[config.mk]
export PLATFORM = sky130hd
export DESIGN_NAME = hash_join_build_probe_flat
export DESIGN_NICKNAME = d
export VERILOG_FILES = /design/src/hjbp_pkg.sv /design/src/hjbp_if.sv /design/src/hjbp_cell.sv /design/src/hjbp_emit.sv /design/src/hash_join_build_probe.sv /design/src/flat_wrapper.sv
export SDC_FILE = /design/constraint.sdc
export NUM_CORES = 2
export LEC_CHECK = 0
export ABC_AREA = 1
export BUFFER_PORTS_ARGS = -buffer_cell sky130_fd_sc_hd__buf_2
export CELL_PAD_IN_SITES_DETAIL_PLACEMENT = 1
export CELL_PAD_IN_SITES_GLOBAL_PLACEMENT = 1
export CORE_MARGIN = 2
export CORE_UTILIZATION = 30
export DETAILED_ROUTE_END_ITERATION = 8
export PLACE_DENSITY_LB_ADDON = 0.1
export SLEW_MARGIN = 5
export SYNTH_ARGS = -nofsm -noshare
export SYNTH_HDL_FRONTEND = slang
export SYNTH_SLANG_ARGS = --single-unit
[constraint.sdc]
create_clock -name i_clk -period 5 [get_ports i_clk]
set_input_delay 0.25 -clock i_clk [delete_from_list [all_inputs] [get_ports i_clk]]
set_output_delay 0.25 -clock i_clk [all_outputs]
set_load 0.03 [all_outputs]
[src/hjbp_pkg.sv]
// Package: shared constants, codes and types of the hash join build/probe engine.
`timescale 1ns / 1ps
package hjbp_pkg;

    localparam int KEY_W        = 32;
    localparam int TAG_W        = 16;
    localparam int ROW_OUT_W    = 6;
    localparam int OP_W         = 2;
    localparam int GROUP_W      = 8;
    localparam int MAX_ROWS_DEF = 64;
    localparam int KEY_BITS_DEF = 32;

    typedef enum logic [OP_W-1:0] {
        OP_INSERT = 2'd0,
        OP_PROBE  = 2'd1,
        OP_CLEAR  = 2'd2
    } t_op;

    typedef enum logic {
        ST_IDLE = 1'b0,
        ST_SCAN = 1'b1
    } t_state;

    // status from the match emitter to the sequencer
    typedef struct packed {
        logic fire;
        logic last;
        logic done;
    } t_emit_ctl;

endpackage

[src/hjbp_if.sv]
// Interfaces: request and result channels with valid/ready handshake.
`timescale 1ns / 1ps
interface hjbp_in_if;
    logic                            valid;
    logic                            ready;
    logic [hjbp_pkg::OP_W-1:0]       operation;
    logic [hjbp_pkg::KEY_W-1:0]      key;
    logic [hjbp_pkg::TAG_W-1:0]      probe_tag;

    modport source (output valid, operation, key, probe_tag, input ready);
    modport sink   (input valid, operation, key, probe_tag, output ready);
endinterface

interface hjbp_out_if;
    logic                            valid;
    logic                            ready;
    logic [hjbp_pkg::TAG_W-1:0]      match_tag;
    logic [hjbp_pkg::ROW_OUT_W-1:0]  build_row;
    logic                            last;
    logic                            overflow;

    modport source (output valid, match_tag, build_row, last, overflow, input ready);
    modport sink   (input valid, match_tag, build_row, last, overflow, output ready);
endinterface

[src/hjbp_cell.sv]
// One table row: stored key, key compare and hit flag.
`timescale 1ns / 1ps
module hjbp_cell #(
    parameter int IDX   = 0,
    parameter int KW    = 32,
    parameter int CW    = 7
) (
    input  logic          i_clk,
    input  logic          i_rst_n,
    input  logic          i_ins,
    input  logic          i_probe,
    input  logic [KW-1:0] i_key,
    input  logic [CW-1:0] i_count,
    input  logic          i_clr,
    output logic          o_hit
);

    logic [KW-1:0] r_key;
    logic          r_hit;
    logic          w_mine;
    logic          w_live;

    assign w_mine = (i_count == CW'(IDX));
    assign w_live = (CW'(IDX) < i_count);

    always_ff @(posedge i_clk) begin
        if (i_ins && w_mine) begin
            r_key <= i_key;
        end
    end

    always_ff @(posedge i_clk) begin
        if (!i_rst_n) begin
            r_hit <= 1'b0;
        end else if (i_probe) begin
            r_hit <= w_live && (r_key == i_key);
        end else if (i_clr) begin
            r_hit <= 1'b0;
        end
    end

    assign o_hit = r_hit;

endmodule

[src/hjbp_emit.sv]
// Match emitter: walks the hit flags in groups of eight, lowest row first.
`timescale 1ns / 1ps
module hjbp_emit #(
    parameter int NGROUPS = 8,
    parameter int GW      = 3
) (
    input  logic                                   i_clk,
    input  logic                                   i_rst_n,
    input  logic                                   i_start,
    input  logic                                   i_active,
    input  logic                                   i_out_free,
    input  logic [NGROUPS*hjbp_pkg::GROUP_W-1:0]   i_hits,
    output logic [NGROUPS*hjbp_pkg::GROUP_W-1:0]   o_clr,
    output logic [GW+2:0]                          o_row,
    output hjbp_pkg::t_emit_ctl                    o_ctl
);

    localparam int G    = hjbp_pkg::GROUP_W;
    localparam int NPAD = NGROUPS * G;

    logic [GW-1:0] r_grp;
    logic [GW-1:0] n_grp;
    logic [G-1:0]  w_bits;
    logic [2:0]    w_enc;
    logic [NPAD-1:0] w_sel;
    logic          w_any;

    always_comb begin
        w_bits = '0;
        for (int g = 0; g < NGROUPS; g++) begin
            if (r_grp == GW'(g)) begin
                w_bits = i_hits[g*G +: G];
            end
        end
    end

    // lowest set bit of the current group
    always_comb begin
        w_enc = '0;
        for (int b = G - 1; b >= 0; b--) begin
            if (w_bits[b]) begin
                w_enc = 3'(b);
            end
        end
    end

    always_comb begin
        w_sel = '0;
        for (int g = 0; g < NGROUPS; g++) begin
            for (int b = 0; b < G; b++) begin
                w_sel[g*G + b] = (r_grp == GW'(g)) && (w_enc == 3'(b)) && w_bits[b];
            end
        end
    end

    assign w_any = |w_bits;
    assign o_ctl = '{fire: i_active && w_any && i_out_free,
                     last: ~|(i_hits & ~w_sel),
                     done: ~|i_hits};
    assign o_clr = o_ctl.fire ? w_sel : '0;
    assign o_row = {r_grp, w_enc};

    always_comb begin
        n_grp = r_grp;
        if (i_start) begin
            n_grp = '0;
        end else if (i_active && !w_any && (r_grp != GW'(NGROUPS - 1))) begin
            n_grp = r_grp + 1'b1;
        end
    end

    always_ff @(posedge i_clk) begin
        if (!i_rst_n) begin
            r_grp <= '0;
        end else begin
            r_grp <= n_grp;
        end
    end

endmodule

[src/hash_join_build_probe.sv]
// Top level: hash join build/probe engine over a row of key cells.
//
//  channel | dir | handshake        | payload
//  i_req   | in  | valid/ready      | operation, key, probe_tag
//  o_rsp   | out | valid/ready      | match_tag, build_row, last, overflow
//
// Insert and clear are finished when accepted and keep the engine idle. A probe
// first compares the key in every cell into registered hit flags, then emits
// one result per match, walked by the emitter group by group of eight rows,
// lowest row first; a probe with no match ends its scan with no result.
// A stalled result register holds the walk in place.
// Synchronous active-low reset empties the table and clears the overflow flag.
// One request is worked on at a time; the next is taken once a probe's last
// result has moved into the output register.
`timescale 1ns / 1ps
module hash_join_build_probe #(
    parameter int MAX_ROWS = hjbp_pkg::MAX_ROWS_DEF,
    parameter int KEY_BITS = hjbp_pkg::KEY_BITS_DEF
) (
    input  logic              i_clk,
    input  logic              i_rst_n,
    hjbp_in_if.sink           i_req,
    hjbp_out_if.source        o_rsp
);

    localparam int KW      = (KEY_BITS < hjbp_pkg::KEY_W) ? KEY_BITS : hjbp_pkg::KEY_W;
    localparam int CW      = $clog2(MAX_ROWS + 1);
    localparam int G       = hjbp_pkg::GROUP_W;
    localparam int NGROUPS = (MAX_ROWS + G - 1) / G;
    localparam int NPAD    = NGROUPS * G;
    localparam int GW      = (NGROUPS > 1) ? $clog2(NGROUPS) : 1;

    hjbp_pkg::t_state    r_state, n_state;
    hjbp_pkg::t_emit_ctl w_ctl;

    logic [CW-1:0]                 r_count;
    logic                          r_drop;
    logic [hjbp_pkg::TAG_W-1:0]    r_ptag;
    logic                          r_out_valid;
    logic [hjbp_pkg::TAG_W-1:0]    r_out_tag;
    logic [hjbp_pkg::ROW_OUT_W-1:0] r_out_row;
    logic                          r_out_last;
    logic                          r_out_ovf;

    logic            w_acc;
    logic            w_ins;
    logic            w_probe;
    logic            w_clear;
    logic            w_full;
    logic            w_free;
    logic [KW-1:0]   w_key;
    logic [NPAD-1:0] w_hits;
    logic [NPAD-1:0] w_clr;
    logic [GW+2:0]   w_row;

    assign i_req.ready = (r_state == hjbp_pkg::ST_IDLE);
    assign w_acc   = i_req.valid && i_req.ready;
    assign w_ins   = w_acc && (i_req.operation == hjbp_pkg::OP_INSERT);
    assign w_probe = w_acc && (i_req.operation == hjbp_pkg::OP_PROBE);
    assign w_clear = w_acc && (i_req.operation == hjbp_pkg::OP_CLEAR);
    assign w_full  = (r_count == CW'(MAX_ROWS));
    assign w_key   = i_req.key[KW-1:0];
    // output register is free when empty or being taken this cycle
    assign w_free  = !r_out_valid || o_rsp.ready;

    // row of cells, one per table row
    for (genvar i = 0; i < NPAD; i++) begin : g_row
        if (i < MAX_ROWS) begin : g_cell
            hjbp_cell #(
                .IDX (i),
                .KW  (KW),
                .CW  (CW)
            ) u_cell (
                .i_clk   (i_clk),
                .i_rst_n (i_rst_n),
                .i_ins   (w_ins && !w_full),
                .i_probe (w_probe),
                .i_key   (w_key),
                .i_count (r_count),
                .i_clr   (w_clr[i]),
                .o_hit   (w_hits[i])
            );
        end else begin : g_pad
            assign w_hits[i] = 1'b0;
        end
    end

    hjbp_emit #(
        .NGROUPS (NGROUPS),
        .GW      (GW)
    ) u_emit (
        .i_clk      (i_clk),
        .i_rst_n    (i_rst_n),
        .i_start    (w_probe),
        .i_active   (r_state == hjbp_pkg::ST_SCAN),
        .i_out_free (w_free),
        .i_hits     (w_hits),
        .o_clr      (w_clr),
        .o_row      (w_row),
        .o_ctl      (w_ctl)
    );

    always_ff @(posedge i_clk) begin
        if (!i_rst_n) begin
            r_state <= hjbp_pkg::ST_IDLE;
        end else begin
            r_state <= n_state;
        end
    end

    always_comb begin
        n_state = r_state;
        unique case (r_state)
            hjbp_pkg::ST_IDLE: begin
                if (w_probe) begin
                    n_state = hjbp_pkg::ST_SCAN;
                end
            end
            hjbp_pkg::ST_SCAN: begin
                if (w_ctl.done || (w_ctl.fire && w_ctl.last)) begin
                    n_state = hjbp_pkg::ST_IDLE;
                end
            end
            default: n_state = hjbp_pkg::ST_IDLE;
        endcase
    end

    // row count and sticky overflow
    always_ff @(posedge i_clk) begin
        if (!i_rst_n) begin
            r_count <= '0;
            r_drop  <= 1'b0;
        end else if (w_clear) begin
            r_count <= '0;
            r_drop  <= 1'b0;
        end else if (w_ins) begin
            if (w_full) begin
                r_drop <= 1'b1;
            end else begin
                r_count <= r_count + 1'b1;
            end
        end
    end

    always_ff @(posedge i_clk) begin
        if (w_probe) begin
            r_ptag <= i_req.probe_tag;
        end
    end

    // result register
    always_ff @(posedge i_clk) begin
        if (!i_rst_n) begin
            r_out_valid <= 1'b0;
        end else if (w_ctl.fire) begin
            r_out_valid <= 1'b1;
        end else if (o_rsp.ready) begin
            r_out_valid <= 1'b0;
        end
    end

    always_ff @(posedge i_clk) begin
        if (w_ctl.fire) begin
            r_out_tag  <= r_ptag;
            r_out_row  <= hjbp_pkg::ROW_OUT_W'(w_row);
            r_out_last <= w_ctl.last;
            r_out_ovf  <= r_drop;
        end
    end

    assign o_rsp.valid     = r_out_valid;
    assign o_rsp.match_tag = r_out_tag;
    assign o_rsp.build_row = r_out_row;
    assign o_rsp.last      = r_out_last;
    assign o_rsp.overflow  = r_out_ovf;

    a_count_range: assert property (@(posedge i_clk) disable iff (!i_rst_n)
        r_count <= CW'(MAX_ROWS))
        else $error("row count beyond table size");

    a_fire_clears_one: assert property (@(posedge i_clk) disable iff (!i_rst_n)
        w_ctl.fire |=> $countones(w_hits) == $past($countones(w_hits)) - 1)
        else $error("emitted match did not retire exactly one hit");

    a_last_ends_scan: assert property (@(posedge i_clk) disable iff (!i_rst_n)
        (w_ctl.fire && w_ctl.last) |=> r_state == hjbp_pkg::ST_IDLE)
        else $error("scan continued after last match");

    a_empty_ends_scan: assert property (@(posedge i_clk) disable iff (!i_rst_n)
        (r_state == hjbp_pkg::ST_SCAN && w_ctl.done) |=> r_state == hjbp_pkg::ST_IDLE)
        else $error("scan stuck with no hits left");

    a_drop_cause: assert property (@(posedge i_clk) disable iff (!i_rst_n)
        $rose(r_drop) |-> $past(w_ins && w_full))
        else $error("overflow set without a dropped insert");

endmodule
[src/flat_wrapper.sv]
// flat-port wrapper written by rule: the top's interface ports become plain ports
module hash_join_build_probe_flat 
#(
    parameter int MAX_ROWS = hjbp_pkg::MAX_ROWS_DEF,
    parameter int KEY_BITS = hjbp_pkg::KEY_BITS_DEF
)
  (i_clk, i_rst_n, i_req_valid, i_req_operation, i_req_key, i_req_probe_tag, i_req_ready, o_rsp_valid, o_rsp_match_tag, o_rsp_build_row, o_rsp_last, o_rsp_overflow, o_rsp_ready);
  hjbp_in_if i_req_i ();
  hjbp_out_if o_rsp_i ();
  input  logic i_clk;
  input  logic i_rst_n;
  input wire logic [$bits(i_req_i.valid)-1:0] i_req_valid;
  input wire logic [$bits(i_req_i.operation)-1:0] i_req_operation;
  input wire logic [$bits(i_req_i.key)-1:0] i_req_key;
  input wire logic [$bits(i_req_i.probe_tag)-1:0] i_req_probe_tag;
  output wire logic [$bits(i_req_i.ready)-1:0] i_req_ready;
  output wire logic [$bits(o_rsp_i.valid)-1:0] o_rsp_valid;
  output wire logic [$bits(o_rsp_i.match_tag)-1:0] o_rsp_match_tag;
  output wire logic [$bits(o_rsp_i.build_row)-1:0] o_rsp_build_row;
  output wire logic [$bits(o_rsp_i.last)-1:0] o_rsp_last;
  output wire logic [$bits(o_rsp_i.overflow)-1:0] o_rsp_overflow;
  input wire logic [$bits(o_rsp_i.ready)-1:0] o_rsp_ready;
  assign i_req_i.valid = i_req_valid;
  assign i_req_i.operation = i_req_operation;
  assign i_req_i.key = i_req_key;
  assign i_req_i.probe_tag = i_req_probe_tag;
  assign i_req_ready = i_req_i.ready;
  assign o_rsp_valid = o_rsp_i.valid;
  assign o_rsp_match_tag = o_rsp_i.match_tag;
  assign o_rsp_build_row = o_rsp_i.build_row;
  assign o_rsp_last = o_rsp_i.last;
  assign o_rsp_overflow = o_rsp_i.overflow;
  assign o_rsp_i.ready = o_rsp_ready;
  hash_join_build_probe #(.MAX_ROWS(MAX_ROWS), .KEY_BITS(KEY_BITS)) u_core (.i_clk(i_clk), .i_rst_n(i_rst_n), .i_req(i_req_i), .o_rsp(o_rsp_i));
endmodule
==> results by group <==
Worst setup path
  • Critical Path End Type: flop
  • Worst path most repeated cell: nand2_1
  • CP bufs+invs: 2
  • Top delay family on crit path: simple AND/OR/NAND/NOR gates
  • Reg2reg end: u_core.r_state
  • Worst Path Arrival: 4930 ps
  • Slowest-stage cell, CP: nand4_4
  • Critical path class: reg -> reg
  • Delay of the slowest critical-path stage: 370 ps
  • Worst Setup Start Kind: flop
  • Register-to-register setup slack: 790 ps
  • FF-to-FF path depth: 27
  • Worst EP required: 5730 ps
  • CP startpoint: u_core.u_emit.r_grp[1]
  • Critical path depth in cells: 27
  • Crit-path max FO: 18
  • R2r startpoint: u_core.u_emit.r_grp[1]
  • Crit path to: u_core.r_state

Logic synthesis
  • Number of synthesized flops with an enable pin: 2088
  • Post-Syn Instances: 6422
  • Main flop type after synthesis: edfxtp_1
  • Total number of yosys warnings: 0
  • Post-synthesis instance area: 92880 um2
  • Syn Area/Cell: 14.46 um2
  • Post-synth ARST share: 0%
  • Syn Nets: 6486
  • FF+latch count, synth: 2165
  • Synth cell types: 57
  • Sequential cell area fraction in the yosys report: 69.17%

Placement
  • GP Congestion: 0.8574
  • Place WS: 773.3 ps
  • Hpwl dp: 211200 um
  • Port bufs: 79

Outcome
  • Failing checks: hold timing
  • Status: finished, violations left

Clock tree
  • CTS tree: built
  • Num CTS Buffers: 265
  • Reg clk slew, reported paths: 60 ps
  • Htree depth: 5
  • Clk sinks: 2165
  • Clock Latency Late Sink: 890 ps
  • Max clock buf depth: 4
  • Clk root buf: clkbuf_16
  • Postcts setup bufs: 0

Floorplanning
  • Die height: 560.4 um
  • Die width: 560.4 um
  • Initial Util: 30.12%
  • Row count: 204
  • Core area: 308300 um2
  • Die area: 314100 um2
  • Top Ports: 80

Timing
  • Worst-Margin Slew: 1286 ps
  • FMAX: 0.2377 GHz
  • Final worst slack: 793.8 ps
  • Final setup viols: 0
  • Worst Hold Slack: -5.016 ps
  • Final hold violations: 1
  • Final period utilization: 84.12%
  • Pins Over Slew Limit: 0
  • Min cycle time layout: 4206 ps
  • Unrepaired setup endpoints after global routing: false
  • Final setup skew: 39.72 ps
  • TNS Setup: 0 ps
  • Slew headroom: 14.29%

Power and ir drop
  • Max VDD drop: 0.0002196 V
  • Leakage: 34.65 nW
  • P per Cell Area: 371.9 nW/um2

Hold path
  • Worst hold path type: in -> reg
  • Hold path start: i_req_key[14]

Routing
  • Routed len/inst: 29.06 um
  • Via count: 54098
  • Antenna viol nets, final: 0
  • Vias/cell: 4.849
  • DRT Wirelength: 324200 um
  • Pre-antenna DRT Iters: 5
  • # DRC: 0
  • DRC marker count from the first detailed-route iteration: 4098

GRT
  • Congestion Overflow GR: 0
  • Initial antenna violation count: 37
  • Pin count of the biggest net entering global routing: 65
  • Gr usage total: 20.33%
  • Number of global-route vias before repair: 55993
  • First-pass GRT wire length: 453700 um

Job
  • Max-cap viol count: 0

Cells and area
  • Final net count: 6904
  • Layout area overhead: 17.58%
  • # fillers: 31829
  • Layout cell share with drive strength beyond 1: 13.81%
sequential cells by signal, summed over array words and instances (netlist names):
name / cells
u_core.o_rsp.valid: 1
u_core.o_rsp.build_row: 6
u_core.o_rsp.last: 1
u_core.g_row.g_cell.u_cell.r_key: 2048
u_core.r_ptag: 16
u_core.r_drop: 1
u_core.o_rsp.overflow: 1
u_core.o_rsp.match_tag: 16
u_core.r_count: 7
u_core.g_row.g_cell.u_cell.o_hit: 64
u_core.u_emit.r_grp: 3
u_core.r_state: 1
cells in the mapped netlist (4+ instances only):
master	instances	area share (%)
a2111oi_0	26	0.25
buf_4	4	0.032
or4_1	17	0.14
clkbuf_1	183	0.74
nor4_1	241	1.6
clkinv_1	5	0.020
o21ai_1	8	0.043
nor4b_1	5	0.047
nand2_2	9	0.061
a221oi_1	8	0.075
nand3_1	163	0.88
o2111ai_1	28	0.26
o311ai_0	27	0.25
o21ai_0	52	0.28
inv_1	158	0.64
nor3_1	74	0.40
nor2_1	223	0.90
nor3b_1	7	0.057
o211ai_1	43	0.35
inv_2	6	0.024
dfxtp_1	77	1.7
buf_1	82	0.33
nand4_1	317	2.1
a211oi_1	16	0.13
xnor2_1	1038	9.8
ha_1	10	0.13
o221ai_1	7	0.066
xor2_1	784	7.4
or2_2	116	0.78
buf_6	5	0.061
o22ai_1	12	0.081
a21oi_1	80	0.43
edfxtp_1	2088	68
nand3b_1	8	0.065
nand2_1	434	1.8
buf_2	19	0.10
nand3_2	12	0.13
worst min-delay path by stage:
stage / cells after the start / end
3_3_place_gp: 0 / u_core.o_rsp.match_tag[2]
2_1_floorplan: 0 / u_core.g_row[0].g_cell.u_cell.r_key[0]
5_1_grt: 1 / u_core.g_row[49].g_cell.u_cell.r_key[5]
3_5_place_dp: 0 / u_core.o_rsp.match_tag[10]
4_1_cts: 1 / u_core.g_row[51].g_cell.u_cell.r_key[5]
6_report: 1 / u_core.g_row[13].g_cell.u_cell.r_key[14]
layout by cell type, fill, tap and decap left out, types with 31 or more instances in the layout:
cell           count
clkinv_1          58
nand4_1          317
dfxtp_1           77
clkinv_2          37
o211ai_1          43
nor2_4            31
buf_12            39
or2_2            116
dlygate4sd3_1     49
inv_1            155
edfxtp_1        2088
xor2_1           784
nand2_1          434
a21oi_1           79
buf_2             47
nand3_1          162
buf_4            279
o21ai_0           52
clkbuf_16        271
xnor2_1         1038
clkbuf_8          33
nor4_1           239
nor3_1            56
nor2_1           174
clkbuf_1          65
worst register-to-register path, delay by kind of cell, from the launching register on:
family | cells | cell delay [ps]
DFF | 1 | 340
adders and majority gates | 1 | 360
and+or+nand+nor | 22 | 2770
AOI/OAI and AO/OA | 2 | 360
buffers and inverters | 2 | 220
per-layer routing:
metal | up-vias | global-route usage (%) | part of all wire, %
met5 | - | 0 | 0.0086
met4 | 4 | 5.089 | 2.4
met3 | 384 | 2.044 | 3.5
met2 | 1041 | 33.36 | 47
met1 | 28539 | 28.72 | 47
li1 | 24130 | - | -
timing repair:
item | 4_1_cts | 5_1_grt
setup endpoints to repair | 0 | 0
endpoints found under the hold margin | 312 | 0
hold buffers | 49 | 0
gates resized for setup | 0 | 0
through the flow:
step	instance area, um2	cells	hold slack, ps	power [mW]	util (%)
finish	109200	11156	-5.016	40.62	35.42
global route	109200	11152	13.39	41.98	35.42
CTS	109200	11150	1.855	41.27	35.42
detailed placement	100800	10644	405.7	22.92	32.68
global placement	100800	10644	401.3	22.90	32.68
floorplan	92880	6422	348.9	21.56	-
final cells by class:
| cell class | count | area [um2] | share of cell area [%] |
|---|---|---|---|
| antenna | 6 | 15.01 | 0.01375 |
| clock buffer | 338 | 7053 | 6.458 |
| clock inverter | 119 | 888.4 | 0.8134 |
| inverter | 169 | 635.6 | 0.5820 |
| multi-input combinational | 3793 | 27180 | 24.89 |
| sequential | 2165 | 64240 | 58.82 |
| tap | 4120 | 5155 | 4.720 |
| timing repair buffer | 446 | 4039 | 3.698 |
where the power goes:
| group | leakage (nW) | internal (mW) | switching [mW] |
|---|---|---|---|
| clock network | 3.89 | 10.4 | 7.77 |
| logic | 11.4 | 0.758 | 1.83 |
| registers | 19.4 | 19.9 | 0.0138 |
| total | 34.6 | 31.0 | 9.61 |
cells by family after synthesis:
| kind of cell | count (synthesis) | share of synthesized area, % |
|---|---|---|
| xor+xnor | 1822 | 17.18 |
| fa+ha+maj | 10 | 0.1347 |
| buf+inv | 464 | 1.987 |
| flops | 2165 | 69.17 |
| compound gates | 316 | 2.317 |
| simple gates | 1645 | 9.215 |
(Power assumes the default switching activity.)
